<file path="config.mk">
export PLATFORM = sky130hd
export DESIGN_NAME = unix_seconds_to_calendar
export DESIGN_NICKNAME = d
export VERILOG_FILES = /design/src/rtl/us2cal_pkg.sv /design/src/rtl/unix_seconds_to_calendar.sv
export SDC_FILE = /design/constraint.sdc
export NUM_CORES = 1
export LEC_CHECK = 0
export BUFFER_PORTS_ARGS = -buffer_cell sky130_fd_sc_hd__buf_2
export CAP_MARGIN = 10
export CORE_MARGIN = 5
export CORE_UTILIZATION = 29
export CTS_CLUSTER_SIZE = 16
export DETAILED_ROUTE_END_ITERATION = 10
export PLACE_DENSITY = 0.4
export SETUP_SLACK_MARGIN = 0.02
export SLEW_MARGIN = 10
export SYNTH_ARGS = -nofsm -noshare
export SYNTH_HDL_FRONTEND = slang
export SYNTH_SLANG_ARGS = --single-unit
</file>
<file path="constraint.sdc">
create_clock -name i_clk -period 16.52 [get_ports i_clk]
set_clock_uncertainty 0.1 [all_clocks]
set_input_delay 0.826 -clock i_clk [delete_from_list [all_inputs] [get_ports i_clk]]
set_output_delay 0.826 -clock i_clk [all_outputs]
set_load 0.02 [all_outputs]
</file>
<file path="src/rtl/us2cal_pkg.sv">
package us2cal_pkg;

    localparam int PC_W = 3;

    localparam logic [7:0]  OFFSET_RESET  = 8'd27;
    localparam logic [31:0] DAYS_TO_2000  = 32'd10957;
    localparam logic [31:0] DAYS_TO_2100  = 32'd47482;
    localparam logic [31:0] DAYS_4_YEARS  = 32'd1461;
    localparam logic [8:0]  DAYS_YEAR     = 9'd365;
    localparam logic [8:0]  DAYS_LEAP     = 9'd366;
    localparam logic [6:0]  LAST_YEAR     = 7'd99;
    localparam logic [3:0]  LAST_MONTH    = 4'd11;
    localparam logic [3:0]  FEBRUARY      = 4'd1;
    localparam logic [3:0]  TEN           = 4'd10;
    localparam logic [5:0]  SECS_PER_MIN  = 6'd60;
    localparam logic [5:0]  HOURS_PER_DAY = 6'd24;
    localparam logic [31:0] RECIP_15      = 32'h8888_8889;
    localparam logic [31:0] RECIP_3       = 32'hAAAA_AAAB;

    typedef enum logic [2:0] {
        OP_DIV,
        OP_RANGE,
        OP_BLOCK,
        OP_YEAR,
        OP_MONTH,
        OP_DONE
    } t_op;

    typedef enum logic [1:0] {
        DST_SEC,
        DST_MIN,
        DST_HOUR
    } t_dest;

    typedef struct packed {
        t_op              op;
        logic [5:0]       divisor;
        t_dest            dest;
        logic [PC_W-1:0]  target;
    } t_uword;

    localparam logic [PC_W-1:0] PC_ONE  = 3'd1;
    localparam logic [PC_W-1:0] PC_DONE = 3'd7;

    function automatic t_uword ucode(input logic [PC_W-1:0] pc);
        t_uword w;
        w = '{op: OP_DONE, divisor: 6'd1, dest: DST_SEC, target: PC_DONE};
        case (pc)
            3'd0: begin
                w = '{op: OP_DIV, divisor: SECS_PER_MIN, dest: DST_SEC, target: PC_DONE};
            end
            3'd1: begin
                w = '{op: OP_DIV, divisor: SECS_PER_MIN, dest: DST_MIN, target: PC_DONE};
            end
            3'd2: begin
                w = '{op: OP_DIV, divisor: HOURS_PER_DAY, dest: DST_HOUR, target: PC_DONE};
            end
            3'd3: begin
                w.op = OP_RANGE;
            end
            3'd4: begin
                w.op = OP_BLOCK;
            end
            3'd5: begin
                w.op = OP_YEAR;
            end
            3'd6: begin
                w.op = OP_MONTH;
            end
            default: begin
                w.op = OP_DONE;
            end
        endcase
        return w;
    endfunction

    function automatic logic [4:0] month_len(input logic [3:0] m);
        logic [4:0] len;
        case (m)
            4'd1:    len = 5'd28;
            4'd3:    len = 5'd30;
            4'd5:    len = 5'd30;
            4'd8:    len = 5'd30;
            4'd10:   len = 5'd30;
            default: len = 5'd31;
        endcase
        return len;
    endfunction

endpackage

</file>
<file path="src/rtl/unix_seconds_to_calendar.sv">
// Converts a count of seconds since 1970-01-01 into time of day and a date in 2000..2099.
// The offset register is subtracted first (saturating at zero). A small microcode program
// steps one shared datapath: three divisions by 60, 60 and 24 by reciprocal multiplication,
// a range check, a loop peeling 1461-day four-year blocks, single-year steps and month
// steps. The time from transfer in to result is set by the block, year and month loops,
// and by the output stall while a finished result waits; the input stalls while an item
// is in work, and a finished result waits in the output register while the next item is
// taken. Outside 2000..2099 out_of_range is set with date 00-01-01.
module unix_seconds_to_calendar (
    input  logic        i_clk,
    input  logic        i_rst_n,
    input  logic        i_cfg_wr_en,
    input  logic [7:0]  i_cfg_wr_data,
    input  logic        i_in_valid,
    output logic        o_in_stall,
    input  logic [31:0] i_epoch_seconds,
    output logic        o_out_valid,
    input  logic        i_out_stall,
    output logic [5:0]  o_second_of_minute,
    output logic [5:0]  o_minute_of_hour,
    output logic [4:0]  o_hour_of_day,
    output logic [6:0]  o_year_of_century,
    output logic [4:0]  o_month_bcd,
    output logic [4:0]  o_day_of_month,
    output logic        o_out_of_range
);

    logic [7:0]  r_offset;
    logic        r_busy, n_busy;
    logic [us2cal_pkg::PC_W-1:0] r_pc, n_pc;
    logic [31:0] r_acc, n_acc;
    logic [6:0]  r_year, n_year;
    logic [3:0]  r_month, n_month;
    logic        r_oor, n_oor;
    logic [5:0]  r_sec, n_sec;
    logic [5:0]  r_min, n_min;
    logic [4:0]  r_hour, n_hour;

    logic        r_out_valid, n_out_valid;
    logic [5:0]  r_o_sec, n_o_sec;
    logic [5:0]  r_o_min, n_o_min;
    logic [4:0]  r_o_hour, n_o_hour;
    logic [6:0]  r_o_year, n_o_year;
    logic [4:0]  r_o_month, n_o_month;
    logic [4:0]  r_o_day, n_o_day;
    logic        r_o_oor, n_o_oor;

    us2cal_pkg::t_uword cw;
    logic        div_by_min;
    logic [31:0] mul_a, mul_k, div_quo;
    logic [63:0] mul_p;
    logic [5:0]  rem60;
    logic [4:0]  rem24;
    logic [31:0] offset_ext, in_diff;
    logic [8:0]  ylen;
    logic [4:0]  mlen;
    logic [3:0]  month_num;
    logic        out_free;

    assign o_in_stall         = r_busy;
    assign o_out_valid        = r_out_valid;
    assign o_second_of_minute = r_o_sec;
    assign o_minute_of_hour   = r_o_min;
    assign o_hour_of_day      = r_o_hour;
    assign o_year_of_century  = r_o_year;
    assign o_month_bcd        = r_o_month;
    assign o_day_of_month     = r_o_day;
    assign o_out_of_range     = r_o_oor;

    always_comb begin
        cw         = us2cal_pkg::ucode(r_pc);
        div_by_min = (cw.divisor == us2cal_pkg::SECS_PER_MIN);
        mul_a      = div_by_min ? {2'b00, r_acc[31:2]} : {3'b000, r_acc[31:3]};
        mul_k      = div_by_min ? us2cal_pkg::RECIP_15 : us2cal_pkg::RECIP_3;
        mul_p      = {32'd0, mul_a} * {32'd0, mul_k};
        div_quo    = div_by_min ? {3'd0, mul_p[63:35]} : {1'b0, mul_p[63:33]};
        rem60      = r_acc[5:0] + {div_quo[3:0], 2'b00};
        rem24      = r_acc[4:0] + {div_quo[1:0], 3'b000};
        offset_ext = {24'd0, r_offset};
        in_diff    = (i_epoch_seconds >= offset_ext) ? (i_epoch_seconds - offset_ext) : 32'd0;
        ylen       = (r_year[1:0] == 2'd0) ? us2cal_pkg::DAYS_LEAP : us2cal_pkg::DAYS_YEAR;
        mlen       = us2cal_pkg::month_len(r_month)
                   + {4'd0, (r_month == us2cal_pkg::FEBRUARY) && (r_year[1:0] == 2'd0)};
        month_num  = r_month + 4'd1;
        out_free   = !r_out_valid || !i_out_stall;

        n_busy = r_busy;  n_pc = r_pc;    n_acc = r_acc;
        n_year = r_year;  n_month = r_month; n_oor = r_oor;
        n_sec = r_sec;    n_min = r_min;   n_hour = r_hour;
        n_out_valid = r_out_valid;
        n_o_sec = r_o_sec;   n_o_min = r_o_min;     n_o_hour = r_o_hour;
        n_o_year = r_o_year; n_o_month = r_o_month; n_o_day = r_o_day;
        n_o_oor = r_o_oor;

        if (r_out_valid && !i_out_stall) begin
            n_out_valid = 1'b0;
        end

        if (!r_busy) begin
            if (i_in_valid) begin
                n_busy  = 1'b1;
                n_pc    = '0;
                n_acc   = in_diff;
                n_year  = '0;
                n_month = '0;
                n_oor   = 1'b0;
            end
        end else begin
            case (cw.op)
                us2cal_pkg::OP_DIV: begin
                    n_acc = div_quo;
                    n_pc  = r_pc + us2cal_pkg::PC_ONE;
                    case (cw.dest)
                        us2cal_pkg::DST_SEC:  n_sec  = rem60;
                        us2cal_pkg::DST_MIN:  n_min  = rem60;
                        us2cal_pkg::DST_HOUR: n_hour = rem24;
                        default:              n_sec  = r_sec;
                    endcase
                end
                us2cal_pkg::OP_RANGE: begin
                    if (r_acc < us2cal_pkg::DAYS_TO_2000 || r_acc >= us2cal_pkg::DAYS_TO_2100) begin
                        n_oor = 1'b1;
                        n_acc = '0;
                        n_pc  = cw.target;
                    end else begin
                        n_acc = r_acc - us2cal_pkg::DAYS_TO_2000;
                        n_pc  = r_pc + us2cal_pkg::PC_ONE;
                    end
                end
                us2cal_pkg::OP_BLOCK: begin
                    if (r_acc >= us2cal_pkg::DAYS_4_YEARS) begin
                        n_acc  = r_acc - us2cal_pkg::DAYS_4_YEARS;
                        n_year = r_year + 7'd4;
                    end else begin
                        n_pc = r_pc + us2cal_pkg::PC_ONE;
                    end
                end
                us2cal_pkg::OP_YEAR: begin
                    if (r_acc >= {23'd0, ylen} && r_year < us2cal_pkg::LAST_YEAR) begin
                        n_acc  = r_acc - {23'd0, ylen};
                        n_year = r_year + 7'd1;
                    end else begin
                        n_pc = r_pc + us2cal_pkg::PC_ONE;
                    end
                end
                us2cal_pkg::OP_MONTH: begin
                    if (r_month < us2cal_pkg::LAST_MONTH && r_acc >= {27'd0, mlen}) begin
                        n_acc   = r_acc - {27'd0, mlen};
                        n_month = r_month + 4'd1;
                    end else begin
                        n_pc = r_pc + us2cal_pkg::PC_ONE;
                    end
                end
                us2cal_pkg::OP_DONE: begin
                    if (out_free) begin
                        n_out_valid = 1'b1;
                        n_o_sec     = r_sec;
                        n_o_min     = r_min;
                        n_o_hour    = r_hour;
                        n_o_year    = r_year;
                        n_o_month   = (month_num >= us2cal_pkg::TEN)
                                    ? {1'b1, month_num - us2cal_pkg::TEN}
                                    : {1'b0, month_num};
                        n_o_day     = r_acc[4:0] + 5'd1;
                        n_o_oor     = r_oor;
                        n_busy      = 1'b0;
                    end
                end
                default: begin
                    n_busy = 1'b0;
                end
            endcase
        end
    end

    always_ff @(posedge i_clk) begin
        if (!i_rst_n) begin
            r_offset    <= us2cal_pkg::OFFSET_RESET;
            r_busy      <= 1'b0;
            r_pc        <= '0;
            r_out_valid <= 1'b0;
        end else begin
            if (i_cfg_wr_en) begin
                r_offset <= i_cfg_wr_data;
            end
            r_busy      <= n_busy;
            r_pc        <= n_pc;
            r_out_valid <= n_out_valid;
        end
    end

    always_ff @(posedge i_clk) begin
        r_acc     <= n_acc;
        r_year    <= n_year;
        r_month   <= n_month;
        r_oor     <= n_oor;
        r_sec     <= n_sec;
        r_min     <= n_min;
        r_hour    <= n_hour;
        r_o_sec   <= n_o_sec;
        r_o_min   <= n_o_min;
        r_o_hour  <= n_o_hour;
        r_o_year  <= n_o_year;
        r_o_month <= n_o_month;
        r_o_day   <= n_o_day;
        r_o_oor   <= n_o_oor;
    end

    a_start_at_top: assert property (@(posedge i_clk) disable iff (!i_rst_n)
        (i_in_valid && !o_in_stall) |=> (r_busy && r_pc == '0))
        else $error("sequencer did not start at first step");

    a_div_rem: assert property (@(posedge i_clk) disable iff (!i_rst_n)
        (r_busy && cw.op == us2cal_pkg::OP_DIV)
        |-> (div_by_min ? (rem60 < us2cal_pkg::SECS_PER_MIN)
                        : ({1'b0, rem24} < us2cal_pkg::HOURS_PER_DAY)))
        else $error("division remainder out of span");

    a_month_span: assert property (@(posedge i_clk) disable iff (!i_rst_n)
        r_busy |-> (r_month <= us2cal_pkg::LAST_MONTH && r_year <= us2cal_pkg::LAST_YEAR))
        else $error("month or year index out of span");

    a_date_sane: assert property (@(posedge i_clk) disable iff (!i_rst_n)
        $rose(o_out_valid) |-> (o_day_of_month != 5'd0 && o_month_bcd != 5'd0
                                && o_hour_of_day < 5'd24 && o_minute_of_hour < 6'd60))
        else $error("result fields out of span");

endmodule

</file>
==> impl_metrics.yaml <==
timing:
  clock.fmax_mhz: 95.7
  min_period_ns: 10.45
  maxSlewViolCount: 0
  max_slew_margin_pct: 23.9
  setup_viol: 0
  tns_ns: 0
  worst_pin_slew_ns: 1.14
  rsz0062_at_grt: "no"
  finalHoldViolCount: 0
  fin_crit_sh_pct: 63.2
grt:
  grtUsageMet3_pct: 0.790
  first_global_vias: 18000
  grt_pass1_wl_um: 114000
  top_usage_layer: "met2"
  use_met2_pct: 33.5
  grt_max_degree: 55
  gr-total-overflow: 0
  gr-usage-all-layers_pct: 19.0
  met1_usage_pct: 25.9
  antenna_found_initial: 3
logic_synthesis:
  synth_edf_count: 96
  synth-seq-cells: 109
  synth_seq_area_share_pct: 14.9
  synth_warnings: 0
  synth_top_area_cell: "fa_1"
  synth_area_um2: 21200
  synthTopCellsByArea: "fa_1 24%, ha_1 20%, edfxtp_1 14%"
  synth.avg_cell_area_um2: 9.10
  yosys.cell_types.count: 97
  async_flop_share_pct: 0
  synth_ff_type: "edfxtp_1"
  syn_inst: 2326
  synth_top_area_share_pct: 24.1
clocking:
  numCtsBuffers: 9
  cts_setup_buffers: 0
  clk_latency_ns: 0.38
  cts_sinks: 109
  cts.path.max_buffers: 2
  clkTransAtPathRegs_ns: 0.08
  cts_tree: "built"
  ctsResizeCount: 0
  cts_max_level: 3
  cts_root_buffer: "clkbuf_16"
  cts_hold_buf: 0
critical_path:
  r2r_start: "r_pc[1]"
  cpPeakStageDelay_ns: 0.71
  reg2regPathDepth: 29
  arrival_ns: 10.46
  critPathTopFamily: "adder cells"
  critPathBufInv: 6
  crit_path_start_kind: "flop"
  cpMostUsedCell: "fa_1"
  endpoint_kind: "flop"
  cp.required_ns: 16.53
  cp_max_fo: 54
  ff2ff_setup_slack_ns: 6.07
  r2r_end: "r_acc[22]"
  slowest_stage: "fa_1"
  crit_type: "flop to flop"
die:
  ios: 82
  start_util_pct: 29.1
  rows: 99
  fp.coreArea_um2: 72700
  die-area_um2: 78500
  die_w_um: 280
  die_h_um: 280
place:
  dp_hpwl_um: 65700
  gp_congestion: 0.902
  port-buffer-count: 81
min_path:
  min_path_type: "flop to flop"
  hold_depth: 0
  min_to: "o_second_of_minute[1]"
  hp-start: "r_sec[1]"
job:
  drv_cap: 0
final_layout:
  syn2layout_area_growth_pct: 8.45
  layout-drive-gt1-share_pct: 6.60
  nets: 3006
  num_antenna_cells: 0
  fillerInstances: 7603
  multi_input_area_um2: 16000
  register_area_um2: 3140
route:
  firstDrtPassIters: 6
  drtAntennaViolNets: 0
  wl_per_cell_um: 22.6
  drt_iter0_drc: 1118
  via_count: 17000
  drt-total-wl_um: 75500
  drc: 0
  via_per_inst: 5.10
run_status:
  run_status: "completed"
## layout by cell type, fill, tap and decap left out, types with 21 or more instances in the layout
cell type / n
o21ai_0: 45
ha_1: 334
o21ai_1: 48
fa_1: 255
xor2_1: 31
a21o_1: 53
inv_1: 441
buf_4: 26
o211ai_1: 24
nand3_1: 29
nor4_1: 21
a21oi_1: 130
nor3_1: 37
buf_2: 81
nor2b_1: 31
xnor2_1: 50
nand2_1: 154
nor2_1: 119
nand4_1: 27
edfxtp_1: 96
## cells by family after synthesis
logic type                 share of synthesized area (%)
other                                             0.0355
muxes                                              0.621
DFF                                                 14.9
adders and majority gates                           43.9
buffers and inverters                               9.58
xor gates and xnor gates                            3.35
and+or+nand+nor                                     11.8
AOI/OAI and AO/OA                                   15.9
## synthesized netlist by cell type (all sizes together), types with 7 or more instances
master / n
a211o: 10
a211oi: 12
a21o: 54
a21oi: 132
a221o: 8
a221oi: 8
a22oi: 9
a31oi: 16
and2: 12
and3: 14
buf: 21
clkbuf: 53
dfxtp: 13
edfxtp: 96
fa: 255
ha: 334
inv: 444
mux2i: 12
nand2: 154
nand2b: 7
nand3: 29
nand4: 28
nor2: 121
nor2b: 31
nor3: 38
nor4: 21
o211ai: 24
o21a: 14
o21ai: 97
o21bai: 13
o221ai: 19
o22ai: 18
or2: 12
or3: 12
xnor2: 50
xor2: 31
## stage by stage
stage / util, % / hold WS (ns) / instances / setup WS, ns / instance area, um^2
after detailed placement: 31.2 / 0.305 / 3320 / 6.10 / 22700
after global placement: 31.2 / 0.308 / 3320 / 6.11 / 22700
after global routing: 31.6 / 0.334 / 3336 / 5.55 / 23000
after floorplan: - / 0.300 / 2328 / 7.59 / 21200
final: 31.6 / 0.314 / 3336 / 6.07 / 23000
after CTS: 31.6 / 0.316 / 3336 / 6.05 / 23000
## per-layer routing
metal | wire length, um | vias to the layer above
met5 | 0 | -
met2 | 37300 | 398
met3 | 2390 | 64
met1 | 34200 | 8483
met4 | 1670 | 0
li1 | - | 8055
## worst max path at each step
stage / slack, ns / cells past startpoint / start / to
after floorplan: 7.59 / 37 / r_pc[1] / r_min[5]
after global placement: 6.11 / 32 / r_pc[1] / r_min[4]
after detailed placement: 6.10 / 32 / r_pc[1] / r_min[4]
after CTS: 6.05 / 32 / r_pc[1] / r_min[4]
after global routing: 5.55 / 33 / r_pc[1] / r_min[4]
final: 6.07 / 29 / r_pc[1] / r_acc[22]
## registers in the layout (all words and copies together) (netlist names)
| signal | cells |
|---|---|
| r_acc | 32 |
| r_offset | 8 |
| o_year_of_century | 7 |
| r_year | 7 |
| o_minute_of_hour | 6 |
| o_second_of_minute | 6 |
| r_min | 6 |
| r_sec | 6 |
| o_day_of_month | 5 |
| o_hour_of_day | 5 |
| o_month_bcd | 5 |
| r_hour | 5 |
| r_month | 4 |
| r_pc | 3 |
| o_in_stall | 1 |
| o_out_of_range | 1 |
| o_out_valid | 1 |
| r_oor | 1 |
## cell type report
| class | count | share of cell area [%] |
|---|---|---|
| Sequential cell | 109 | 13.7 |
| Timing Repair Buffer | 107 | 2.62 |
| Multi-Input combinational cell | 1700 | 69.9 |
| Tap cell | 959 | 5.23 |
| Clock buffer | 9 | 0.981 |
| Inverter | 445 | 7.28 |
| Clock inverter | 7 | 0.327 |
Power is not shown: default switching activity piles up to over one toggle a cycle in this logic, so the estimate is an artifact.
